$ cat src/design/rmic_pkg.sv
// Shared types and constants for the Morton index converter.
// No dependencies; used by every module of the block.
package rmic_pkg;

   localparam int COORD_W  = 10;
   localparam int INDEX_W  = 30;
   localparam int DOMAIN_W = 11;
   localparam int MAX_DIMS = 3;
   localparam int DIM_W    = 2;
   localparam int BOX_W    = 11;
   localparam int EXP_W    = 4;
   localparam int PROD_W   = 2 * BOX_W;
   localparam int POP_W    = PROD_W + BOX_W - 1;
   localparam int ADDR_W   = 4;
   localparam int DATA_W   = 32;

   localparam logic [DIM_W-1:0] DIM_X = 2'd0;
   localparam logic [DIM_W-1:0] DIM_Y = 2'd1;
   localparam logic [DIM_W-1:0] DIM_Z = 2'd2;

   localparam logic [DIM_W-1:0] REG_DOMAIN_X = 2'd0;
   localparam logic [DIM_W-1:0] REG_DOMAIN_Y = 2'd1;
   localparam logic [DIM_W-1:0] REG_DOMAIN_Z = 2'd2;

   localparam logic OP_TO_INDEX = 1'b0;
   localparam logic OP_TO_COORD = 1'b1;

   typedef struct packed {
      logic               operation;
      logic [COORD_W-1:0] coord_x;
      logic [COORD_W-1:0] coord_y;
      logic [COORD_W-1:0] coord_z;
      logic [INDEX_W-1:0] index_in;
   } req_type;

   typedef struct packed {
      logic [INDEX_W-1:0] result_index;
      logic [COORD_W-1:0] result_x;
      logic [COORD_W-1:0] result_y;
      logic [COORD_W-1:0] result_z;
      logic               out_of_range;
   } rsp_type;

   typedef struct packed {
      logic             found;
      logic [EXP_W-1:0] exp;
      logic [DIM_W-1:0] dim;
   } best_type;

   typedef struct packed {
      logic             load;
      logic             apply;
      logic [DIM_W-1:0] sel_dim;
      logic [EXP_W-1:0] exp;
      logic             upper;
      logic             op;
   } cell_cmd_type;

   typedef struct packed {
      logic [BOX_W-1:0] box;
      logic [BOX_W-1:0] pos;
      logic             upper;
   } cell_stat_type;

   typedef logic [MAX_DIMS-1:0][BOX_W-1:0] side_vec_type;

endpackage

$ cat src/design/rect_morton_index_convert.sv
// Channel  | Ports                                   | Beat
// request  | start, busy, req_data                   | start && !busy
// response | rsp_strobe, rsp_data                    | rsp_strobe, one cycle
// config   | psel penable pwrite paddr pwdata prdata | psel && penable && pwrite
//
// A conversion goes from ST_IDLE to ST_PICK and then takes S bisection steps, S at
// most about 3 * SIDE_BITS; each step passes ST_PICK (split choice and product) and
// then ST_APPLY (update). Out-of-domain requests end in the first ST_PICK.
// Reset is synchronous; domain registers reset to 1. busy stays high from the
// accepted beat until the result strobe; results cannot be held off.
// Top level of the Morton index converter; depends on rmic_pkg, rmic_cell, rmic_csr.
module rect_morton_index_convert
   import rmic_pkg::*;
#(
   parameter int NUM_DIMS  = 3,
   parameter int SIDE_BITS = 10
) (
   input  logic              clock,
   input  logic              reset,
   input  logic              start,
   output logic              busy,
   input  req_type           req_data,
   output logic              rsp_strobe,
   output rsp_type           rsp_data,
   input  logic              psel,
   input  logic              penable,
   input  logic              pwrite,
   input  logic [ADDR_W-1:0] paddr,
   input  logic [DATA_W-1:0] pwdata,
   output logic [DATA_W-1:0] prdata,
   output logic              pready
);

   typedef enum logic [2:0] {
      ST_IDLE  = 3'b001,
      ST_PICK  = 3'b010,
      ST_APPLY = 3'b100
   } state_type;

   state_type           state_ff, state_in;
   logic                op_ff, op_in;
   logic                bad_ff, bad_in;
   logic [INDEX_W-1:0]  idx_ff, idx_in;
   logic [DIM_W-1:0]    dim_ff, dim_in;
   logic [EXP_W-1:0]    exp_ff, exp_in;
   logic [PROD_W-1:0]   prod_ff, prod_in;
   logic                rsp_strobe_ff, rsp_strobe_in;
   rsp_type             rsp_data_ff, rsp_data_in;

   side_vec_type        side;
   best_type            chain [MAX_DIMS+1];
   cell_stat_type       stat [MAX_DIMS];
   cell_cmd_type        cmd;
   logic [MAX_DIMS-1:0][BOX_W-1:0] coord;
   logic [BOX_W-1:0]    mul_a, mul_b;
   logic [POP_W-1:0]    pop;
   logic                accept, upper, start_bad;

   rmic_csr #(
      .NUM_DIMS  (NUM_DIMS),
      .SIDE_BITS (SIDE_BITS)
   ) u_csr (
      .clock   (clock),
      .reset   (reset),
      .psel    (psel),
      .penable (penable),
      .pwrite  (pwrite),
      .paddr   (paddr),
      .pwdata  (pwdata),
      .prdata  (prdata),
      .pready  (pready),
      .side    (side)
   );

   assign accept   = start && !busy;
   assign busy     = (state_ff != ST_IDLE);
   assign chain[0] = '0;

   always_comb begin
      coord[0] = BOX_W'(req_data.coord_x);
      coord[1] = BOX_W'(req_data.coord_y);
      coord[2] = BOX_W'(req_data.coord_z);
      for (int d = 0; d < MAX_DIMS; d++) begin
         if (d >= NUM_DIMS || req_data.operation == OP_TO_COORD) begin
            coord[d] = '0;
         end
      end
   end

   always_comb begin
      start_bad = 1'b0;
      for (int d = 0; d < MAX_DIMS; d++) begin
         if (side[d] == '0 || coord[d] >= side[d]) begin
            start_bad = 1'b1;
         end
      end
   end

   for (genvar g = 0; g < MAX_DIMS; g++) begin : g_cell
      rmic_cell #(
         .DIM_INDEX (g)
      ) u_cell (
         .clock     (clock),
         .cmd       (cmd),
         .load_box  (side[g]),
         .load_pos  (coord[g]),
         .chain_in  (chain[g]),
         .chain_out (chain[g+1]),
         .stat      (stat[g])
      );
   end

   always_comb begin
      unique case (chain[MAX_DIMS].dim)
         DIM_X: begin
            mul_a = stat[1].box;
            mul_b = stat[2].box;
         end
         DIM_Y: begin
            mul_a = stat[0].box;
            mul_b = stat[2].box;
         end
         DIM_Z: begin
            mul_a = stat[0].box;
            mul_b = stat[1].box;
         end
         default: begin
            mul_a = '0;
            mul_b = '0;
         end
      endcase
   end

   assign pop = POP_W'(prod_ff) << exp_ff;

   always_comb begin
      upper = 1'b0;
      if (op_ff == OP_TO_COORD) begin
         upper = (POP_W'(idx_ff) >= pop);
      end else begin
         for (int d = 0; d < MAX_DIMS; d++) begin
            if (dim_ff == DIM_W'(d)) begin
               upper = stat[d].upper;
            end
         end
      end
   end

   always_comb begin
      state_in      = state_ff;
      op_in         = op_ff;
      bad_in        = bad_ff;
      idx_in        = idx_ff;
      dim_in        = dim_ff;
      exp_in        = exp_ff;
      prod_in       = prod_ff;
      rsp_strobe_in = 1'b0;
      rsp_data_in   = rsp_data_ff;
      cmd           = '0;
      cmd.op        = op_ff;
      cmd.sel_dim   = dim_ff;
      cmd.exp       = exp_ff;
      cmd.upper     = upper;
      unique case (state_ff)
         ST_IDLE: begin
            if (accept) begin
               cmd.load = 1'b1;
               op_in    = req_data.operation;
               bad_in   = start_bad;
               idx_in   = (req_data.operation == OP_TO_COORD) ? req_data.index_in : '0;
               state_in = ST_PICK;
            end
         end
         ST_PICK: begin
            if (bad_ff || !chain[MAX_DIMS].found) begin
               rsp_strobe_in = 1'b1;
               rsp_data_in   = '0;
               if (op_ff == OP_TO_COORD) begin
                  if (bad_ff || idx_ff != '0) begin
                     rsp_data_in.out_of_range = 1'b1;
                  end else begin
                     rsp_data_in.result_x = stat[0].pos[COORD_W-1:0];
                     rsp_data_in.result_y = stat[1].pos[COORD_W-1:0];
                     rsp_data_in.result_z = stat[2].pos[COORD_W-1:0];
                  end
               end else if (bad_ff) begin
                  rsp_data_in.out_of_range = 1'b1;
               end else begin
                  rsp_data_in.result_index = idx_ff;
               end
               state_in = ST_IDLE;
            end else begin
               dim_in   = chain[MAX_DIMS].dim;
               exp_in   = chain[MAX_DIMS].exp;
               prod_in  = mul_a * mul_b;
               state_in = ST_APPLY;
            end
         end
         ST_APPLY: begin
            cmd.apply = 1'b1;
            if (upper) begin
               idx_in = (op_ff == OP_TO_COORD) ? idx_ff - pop[INDEX_W-1:0]
                                               : idx_ff + pop[INDEX_W-1:0];
            end
            state_in = ST_PICK;
         end
         default: begin
            state_in = ST_IDLE;
         end
      endcase
   end

   always_ff @(posedge clock) begin
      if (reset) begin
         state_ff      <= ST_IDLE;
         rsp_strobe_ff <= 1'b0;
      end else begin
         state_ff      <= state_in;
         rsp_strobe_ff <= rsp_strobe_in;
      end
   end

   always_ff @(posedge clock) begin
      op_ff       <= op_in;
      bad_ff      <= bad_in;
      idx_ff      <= idx_in;
      dim_ff      <= dim_in;
      exp_ff      <= exp_in;
      prod_ff     <= prod_in;
      rsp_data_ff <= rsp_data_in;
   end

   assign rsp_strobe = rsp_strobe_ff;
   assign rsp_data   = rsp_data_ff;

endmodule

$ cat src/design/rmic_cell.sv
// One dimension cell of the bisection chain: box side, position, split choice.
// Depends on rmic_pkg.
module rmic_cell
   import rmic_pkg::*;
#(
   parameter int DIM_INDEX = 0
) (
   input  logic             clock,
   input  cell_cmd_type     cmd,
   input  logic [BOX_W-1:0] load_box,
   input  logic [BOX_W-1:0] load_pos,
   input  best_type         chain_in,
   output best_type         chain_out,
   output cell_stat_type    stat
);

   logic [BOX_W-1:0] box_ff, box_in;
   logic [BOX_W-1:0] pos_ff, pos_in;
   logic [BOX_W-1:0] box_m1;
   logic [EXP_W-1:0] own_exp;
   logic             own_valid;
   logic [BOX_W-1:0] step;

   always_comb begin
      box_m1  = box_ff - BOX_W'(1);
      own_exp = '0;
      for (int b = 0; b < BOX_W; b++) begin
         if (box_m1[b]) begin
            own_exp = EXP_W'(b);
         end
      end
   end

   assign own_valid = (box_ff > BOX_W'(1));

   always_comb begin
      if (own_valid && (!chain_in.found || own_exp >= chain_in.exp)) begin
         chain_out.found = 1'b1;
         chain_out.exp   = own_exp;
         chain_out.dim   = DIM_W'(DIM_INDEX);
      end else begin
         chain_out = chain_in;
      end
   end

   assign stat.box   = box_ff;
   assign stat.pos   = pos_ff;
   assign stat.upper = (pos_ff >= (BOX_W'(1) << own_exp));

   assign step = BOX_W'(1) << cmd.exp;

   always_comb begin
      box_in = box_ff;
      pos_in = pos_ff;
      if (cmd.load) begin
         box_in = load_box;
         pos_in = load_pos;
      end else if (cmd.apply && cmd.sel_dim == DIM_W'(DIM_INDEX)) begin
         if (cmd.upper) begin
            box_in = box_ff - step;
            pos_in = (cmd.op == OP_TO_COORD) ? pos_ff + step : pos_ff - step;
         end else begin
            box_in = step;
         end
      end
   end

   always_ff @(posedge clock) begin
      box_ff <= box_in;
      pos_ff <= pos_in;
   end

endmodule

$ cat src/design/rmic_csr.sv
// Domain size registers behind the APB-style port, with effective side output.
// Depends on rmic_pkg.
module rmic_csr
   import rmic_pkg::*;
#(
   parameter int NUM_DIMS  = 3,
   parameter int SIDE_BITS = 10
) (
   input  logic              clock,
   input  logic              reset,
   input  logic              psel,
   input  logic              penable,
   input  logic              pwrite,
   input  logic [ADDR_W-1:0] paddr,
   input  logic [DATA_W-1:0] pwdata,
   output logic [DATA_W-1:0] prdata,
   output logic              pready,
   output side_vec_type      side
);

   localparam int unsigned SideCap = 32'd1 << SIDE_BITS;

   logic [MAX_DIMS-1:0][DOMAIN_W-1:0] domain_ff, domain_in;
   logic [DIM_W-1:0]                  reg_sel;
   logic                              wr_en;

   assign pready  = 1'b1;
   assign reg_sel = paddr[ADDR_W-1:2];
   assign wr_en   = psel && penable && pwrite;

   always_comb begin
      domain_in = domain_ff;
      prdata    = '0;
      unique case (reg_sel)
         REG_DOMAIN_X: begin
            prdata = DATA_W'(domain_ff[0]);
            if (wr_en) domain_in[0] = pwdata[DOMAIN_W-1:0];
         end
         REG_DOMAIN_Y: begin
            prdata = DATA_W'(domain_ff[1]);
            if (wr_en) domain_in[1] = pwdata[DOMAIN_W-1:0];
         end
         REG_DOMAIN_Z: begin
            prdata = DATA_W'(domain_ff[2]);
            if (wr_en) domain_in[2] = pwdata[DOMAIN_W-1:0];
         end
         default: begin
            prdata = '0;
         end
      endcase
   end

   always_ff @(posedge clock) begin
      if (reset) begin
         for (int d = 0; d < MAX_DIMS; d++) begin
            domain_ff[d] <= DOMAIN_W'(1);
         end
      end else begin
         domain_ff <= domain_in;
      end
   end

   always_comb begin
      for (int d = 0; d < MAX_DIMS; d++) begin
         if (d >= NUM_DIMS) begin
            side[d] = BOX_W'(1);
         end else if (32'(domain_ff[d]) > SideCap) begin
            side[d] = BOX_W'(SideCap);
         end else begin
            side[d] = BOX_W'(domain_ff[d]);
         end
      end
   end

endmodule

$ cat config.mk
export PLATFORM = sky130hd
export DESIGN_NAME = rect_morton_index_convert
export DESIGN_NICKNAME = d
export VERILOG_FILES = /design/src/design/rmic_pkg.sv /design/src/design/rect_morton_index_convert.sv /design/src/design/rmic_cell.sv /design/src/design/rmic_csr.sv
export SDC_FILE = /design/constraint.sdc
export NUM_CORES = 1
export LEC_CHECK = 0
export BUFFER_PORTS_ARGS = -buffer_cell sky130_fd_sc_hd__buf_4
export CORE_MARGIN = 3
export CORE_UTILIZATION = 56
export CTS_CLUSTER_SIZE = 24
export DETAILED_ROUTE_END_ITERATION = 8
export HOLD_SLACK_MARGIN = 0.1
export PLACE_DENSITY = 0.87
export SYNTH_ARGS = -nofsm -noshare
export SYNTH_HDL_FRONTEND = slang
export SYNTH_SLANG_ARGS = --single-unit
$ cat constraint.sdc
create_clock -name clock -period 9.4 [get_ports clock]
set_input_delay 1.41 -clock clock [delete_from_list [all_inputs] [get_ports clock]]
set_output_delay 1.41 -clock clock [all_outputs]
set_load 0.02 [all_outputs]
==> results of run 1 <==
==> through the flow <==
stage / instances / TNS, ns / hold WS, ns
global route: 3433 / -5.706 / 0.5533
CTS: 3419 / -0.9955 / 0.5252
global placement: 3354 / -3.628 / 0.4979
floorplan: 2606 / -0.9616 / 0.4634
finish: 3435 / -2.567 / 0.5293
detailed placement: 3354 / -6.229 / 0.5150
==> worst max-delay path, delay by kind of cell, from the launching register on <==
| kind | cells | cell delay (ns) |
|---|---|---|
| buffers and inverters | 5 | 0.31 |
| flip-flops | 1 | 0.41 |
| AO/OA/AOI/OAI | 15 | 2.90 |
| AND/OR/NAND/NOR | 14 | 2.56 |
| adder cells (fa/ha/maj) | 8 | 3.23 |
| XOR/XNOR | 1 | 0.12 |
| multiplexers | 1 | 0.21 |
==> Yosys cell counts (all sizes together), types with 7 or more instances <==
cell type	number	area share
ha	257	0.14
nand2	230	0.037
nor2	213	0.034
edfxtp	187	0.24
inv	160	0.026
a21oi	139	0.030
o21ai	129	0.027
fa	87	0.074
mux2i	86	0.037
clkbuf	85	0.014
xnor2	82	0.030
nand2b	72	0.019
nor2b	66	0.018
nand3	63	0.014
buf	57	0.017
a21o	53	0.017
mux2	52	0.025
and3	48	0.013
xor2	47	0.017
nor3	46	0.0098
and2	41	0.011
dfxtp	37	0.031
o211ai	31	0.0099
o21a	25	0.0080
or2	25	0.0066
nor4	24	0.0078
a31oi	23	0.0064
o21bai	22	0.0070
or3	20	0.0053
mux4	16	0.016
nand4	16	0.0043
a211oi	12	0.0038
o31ai	12	0.0038
or4	8	0.0026
a22oi	7	0.0024
==> routing by layer <==
metal	track usage	routed length [um]
met5	0	13
met4	0.09238	2440
met3	0.04173	5946
met2	0.5226	33550
met1	0.3926	27890
==> flip-flops by register name (all words and copies together) (netlist names) <==
register / flops
bad_ff: 1
dim_ff: 2
exp_ff: 4
g_cell.u_cell.box_ff: 33
g_cell.u_cell.pos_ff: 33
idx_ff: 30
op_ff: 1
prod_ff: 22
rsp_data: 61
rsp_strobe: 1
state_ff: 3
u_csr.domain_ff: 33
==> worst paths after layout <==
| path | startpoint | endpoint | slack (ns) | cells after the start |
|---|---|---|---|---|
| min | u_csr.domain_ff[22]$_SDFFE_PP1P_ | u_csr.domain_ff[22]$_SDFFE_PP1P_ | 0.53 | 2 |
| max | g_cell[0].u_cell.box_ff[0]$_DFFE_PP_ | prod_ff[21]$_DFFE_PP_ | -0.57 | 44 |
| min reg2reg | u_csr.domain_ff[22]$_SDFFE_PP1P_ | u_csr.domain_ff[22]$_SDFFE_PP1P_ | 0.53 | 2 |
| max reg2reg | g_cell[0].u_cell.box_ff[0]$_DFFE_PP_ | prod_ff[21]$_DFFE_PP_ | -0.57 | 44 |
==> logic make-up after synthesis <==
logic type / count (synthesis)
AND/OR/NAND/NOR: 893
AO/OA/AOI/OAI: 535
adder cells (fa/ha/maj): 344
buffers and inverters: 305
flip-flops: 224
multiplexers: 154
XOR/XNOR: 129
other: 2
==> cell type report <==
type / count / area, um2
clock inverter: 18 / 205.2
clock buffer: 32 / 747.0
multi-input combinational: 2077 / 16560
sequential: 224 / 6356
inverter: 163 / 614.3
timing repair buffer: 387 / 2962
antenna: 2 / 5.005
fill: 3071 / 13090
tap: 532 / 665.6
==> repair_timing <==
item	CTS	global route
setup buffers	15	15
gates resized for setup	44	67
pin swaps	33	54
endpoints found under the setup margin	10	12
hold endpoints to repair	0	0
hold buffers	0	0
==> impl_metrics.csv, run 1 <==
group,metric,value,unit
clocking,cts_tree,"done",
worst_setup_path,cp.arrival,10.29,ns
sta,worst_pin_slew,1.163,ns
logic_synthesis,synthMuxAreaShare,0.07853,
logic_synthesis,synth_top_family_by_area,"adder cells",
cells_and_area,drive_above_1_share,0.2192,
logic_synthesis,synth_ff_type,"edfxtp_1",
logic_synthesis,synth-edff-count,187,
route,drc,0,
worst_setup_path,cpMaxStageDelayCell,"or4_4",
route,post_drt_wl_per_cell,20.33,um
clocking,cts_max_level,1,
cells_and_area,fin_util,0.6823,
placement,place.gp.congestion,0.9640,
grt,grt_overflow,0,
sta,fmax,100.3,MHz
clocking,cts_sinks,224,
clocking,cts_buffer_depth,3,
sta,slew_headroom,0.2203,
clocking,clk_latency,0.58,ns
status,violations,"setup timing",
status,status,"finished, violations left",
logic_synthesis,synthAdderAreaFrac,0.2105,
sta,fin_skew,0.02796,ns
cells_and_area,nNetsFinal,3327,
die,initial_utilization,0.5715,
clocking,numCtsBuffers,27,
route,ant_nets,0,
logic_synthesis,synth_cells,2586,
cells_and_area,final_cell_mix,"buf_4, ha_1, nand2_1, nor2_1, edfxtp_1",
sta,fin_crit_sh,1.061,
sta,rsz0062_at_grt,"yes",
grt,grt_pass1_vias,20580,
worst_setup_path,cpMostUsedCell,"fa_1",
logic_synthesis,synth_compound_area_frac,0.1469,
placement,dp_hpwl,55000,um
logic_synthesis,syn_avg_cell_area,9.106,um2
cells_and_area,syn2layout_area_growth,19.38,%
sta,finalSetupViolations,7,
sta,worst_slack,-0.5697,ns
cells_and_area,design_area,28110,um2
placement,port_buffers,153,
route,drt_iter0_drc,2014,
sta,slew_viol_final,0,
grt,antenna_found_initial,1,
sta,layout_min_cycle_time,9.970,ns
worst_setup_path,path_class,"flop to flop",
die,ios,199,
logic_synthesis,synth_seq_cells,224,
logic_synthesis,synth_xor_area_frac,0.04798,
die,core-area,41200,um2
die,die_area,44550,um2
clocking,root_buffer,"clkbuf_16",
placement,pre_cts_slack,-0.9353,ns
route,vias,21180,
logic_synthesis,ys_seq_area_frac,0.2699,
cells_and_area,final_common_cell,"buf_4",
grt,grtUsageTotal,0.3010,
worst_setup_path,crit_required,9.72,ns
flow_run,drv_cap,0,
die,core.rowCount,74,
worst_setup_path,cp_slowest_stage_delay,0.58,ns
route,routed_wl,69840,um
grt,grt_pass1_wl,108400,um
logic_synthesis,synth_warnings,0,
placement,placed_area,26480,um2
worst_setup_path,cp-end-kind,"flop",
worst_hold_path,hold_path_class,"flop to flop",
logic_synthesis,syn_area,23550,um2
grt,grt_max_degree,66,
logic_synthesis,async_flop_share,0,
die,die_w,211.1,um
clocking,clkTransAtPathRegs,0.06,ns
sta,hold_viol_final,0,
logic_synthesis,synth_cell_type_count,94,
worst_setup_path,crit_path_start_kind,"flop",
route,routed_via_density,6.165,
worst_setup_path,cp_max_fo,7,
route,firstDrtPassIters,8,
logic_synthesis,synthSimpleGateAreaFrac,0.1897,
die,die_y,211.1,um
Power of run 1 is not shown: default switching activity piles up to over one toggle a cycle in this logic, so the estimate is an artifact.
==> inputs of run 2 (changes only) <==
- CORE_ASPECT_RATIO: default -> 1.2
- CORE_UTILIZATION: 56 -> 57
- CTS_BUF_LIST: default -> sky130_fd_sc_hd__clkbuf_2 sky130_fd_sc_hd__clkbuf_4 sky130_fd_sc_hd__clkbuf_8
- GPL_TIMING_DRIVEN: default -> 0
- PLACE_DENSITY: 0.87 -> 0.89
==> run 2 against run 1 <==
  * First-iteration DRC count is 2.0% higher
  * Critical path depth up 1
  * The run still ends with setup timing left
  * Clock skew increased by 0.013 ns
  * Worst hold slack better by 0.0040 ns
  * Largest cell class unchanged
  * Sequential cell count stayed put
  * Via count increased by 1.9%
==> impl_metrics.csv, run 2 (synthesis results as in run 1) <==
group,metric,value,unit
status,status,"finished, violations left",
status,violations,"setup timing",
worst_setup_path,cp_slowest_stage_delay,0.56,ns
grt,grt_pass1_vias,21210,
worst_setup_path,cp_num_buf_inv,7,
worst_setup_path,cp-end-kind,"flop",
cells_and_area,final_cell_mix,"ha_1, buf_4, nand2_1, nor2_1, edfxtp_1",
sta,slew_headroom,0.2001,
route,vias,21580,
worst_setup_path,critical-path-top-delay-family,"adder cells",
die,die_area,43800,um2
worst_setup_path,crit_path_start_kind,"flop",
sta,whs,0.5333,ns
placement,placed_area,25720,um2
grt,grtUsageTotal,0.3269,
clocking,cts_buffer_depth,3,
cells_and_area,largest_reg_flops,61,
worst_setup_path,cp_max_fo,6,
route,routed_via_density,6.300,
die,core-area,40240,um2
clocking,numCtsBuffers,39,
clocking,hold_buffers,0,
sta,worst_pin_slew,1.191,ns
worst_setup_path,cpMaxStageDelayCell,"fa_1",
sta,fmax,95.19,MHz
placement,port_buffers,151,
worst_setup_path,timing.rr.start,"g_cell[1].u_cell.box_ff[1]$_DFFE_PP_",
sta,slew_viol_final,0,
placement,place.gp.congestion,0.9955,
worst_setup_path,cp.arrival,10.80,ns
route,ant_nets,0,
sta,hold_viol_final,0,
die,ios,199,
placement,dp_hpwl,57580,um
die,die_w,191.6,um
clocking,clk_latency,0.59,ns
sta,fin_skew,0.04070,ns
grt,grt_pass1_wl,113200,um
clocking,root_buffer,"clkbuf_8",
route,drt_iter0_drc,2055,
grt,grt_max_degree,33,
die,initial_utilization,0.5852,
sta,rsz0062_at_grt,"yes",
grt,antenna_found_initial,1,
cells_and_area,design_area,27620,um2
worst_hold_path,hp-start,"u_csr.domain_ff[11]$_SDFFE_PP1P_",
worst_setup_path,cpMostUsedCell,"fa_1",
die,core.rowCount,80,
clocking,cts_tree,"done",
die,die_y,228.7,um
sta,worst_slack,-1.106,ns
sta,layout_min_cycle_time,10.51,ns
clocking,cts_sinks,224,
worst_setup_path,path_class,"flop to flop",
cells_and_area,drive_above_1_share,0.1902,
sta,finalSetupViolations,13,
route,firstDrtPassIters,6,
worst_hold_path,hold_path_class,"flop to flop",
clocking,clkTransAtPathRegs,0.07,ns
route,post_drt_wl_per_cell,21.98,um
sta,fin_crit_sh,1.118,
grt,grt_overflow,0,
worst_setup_path,crit_required,9.70,ns
cells_and_area,nNetsFinal,3311,
clocking,cts_max_level,2,
worst_setup_path,crit_start,"g_cell[1].u_cell.box_ff[1]$_DFFE_PP_",
flow_run,drv_cap,0,
cells_and_area,syn2layout_area_growth,17.27,%
route,routed_wl,75320,um
cells_and_area,final_common_cell,"ha_1",
route,drc,0,
-- run 2: cell types whose count changed in the layout (fill, tap and decap cells not counted), moves of 13 or more --
cell	delta
clkbuf_1	+72
buf_2	+13
clkbuf_8	+40
clkbuf_16	-29
buf_4	-134
clkbuf_4	+14
-- run 2: path summary, 6_finish.rpt --
kind / depth (start not counted) / to / slack [ns]
setup / recovery: 45 / prod_ff[21]$_DFFE_PP_ / -1.11
setup reg to reg: 45 / prod_ff[21]$_DFFE_PP_ / -1.11
hold reg to reg: 1 / u_csr.domain_ff[11]$_SDFFE_PP1P_ / 0.53
hold / removal: 1 / u_csr.domain_ff[11]$_SDFFE_PP1P_ / 0.53
-- run 2: area by class of cell --
| cell class | count | area, um2 |
|---|---|---|
| repair buffers | 223 | 1758 |
| multi-input cells | 2077 | 16680 |
| clock buffers | 55 | 669.4 |
| well taps | 533 | 666.9 |
| plain buffers | 136 | 716.9 |
| diodes | 1 | 2.502 |
| clock inverters | 14 | 157.7 |
| flip-flops and latches | 224 | 6356 |
| fillers | 3068 | 12620 |
| inverters | 163 | 611.8 |
-- run 2: stage by stage --
| stage | TNS [ns] | setup slack, ns | util | instances |
|---|---|---|---|---|
| final | -7.800 | -1.106 | 0.6863 | 3426 |
| after global routing | -10.15 | -1.325 | 0.6863 | 3426 |
| after CTS | -3.826 | -0.7279 | 0.6771 | 3406 |
| after detailed placement | -15.78 | -1.763 | 0.6391 | 3295 |
| after global placement | -13.01 | -1.591 | 0.6370 | 3290 |
| after floorplan | -0.9616 | -0.4066 | - | 2606 |
-- run 2: worst reg2reg max path, delay by kind of cell (launching register included) --
family	cells	cell delay, ns
xor gates and xnor gates	2	0.30
AOI/OAI and AO/OA	16	3.15
DFF	1	0.51
buffers and inverters	7	0.87
adders and majority gates	8	3.29
and+or+nand+nor	10	1.62
muxes	2	0.50
-- run 2: routing by layer --
metal / global-route usage / wire, um / vias to the layer above
met1: 0.4036 / 28360 / 10330
met5: 0 / 0 / -
met2: 0.5571 / 35970 / 1166
met3: 0.04249 / 6331 / 301
met4: 0.1682 / 4659 / 0
li1: - / - / 9783
-- run 2: timing repair --
item                                    4_1_cts  5_1_grt
cloned                                        0        0
gates resized for setup                      75       55
endpoints found under the setup margin       16       15
pin swaps                                    51       58
setup buffers                                46       22
Power of run 2 is left out for the same reason.
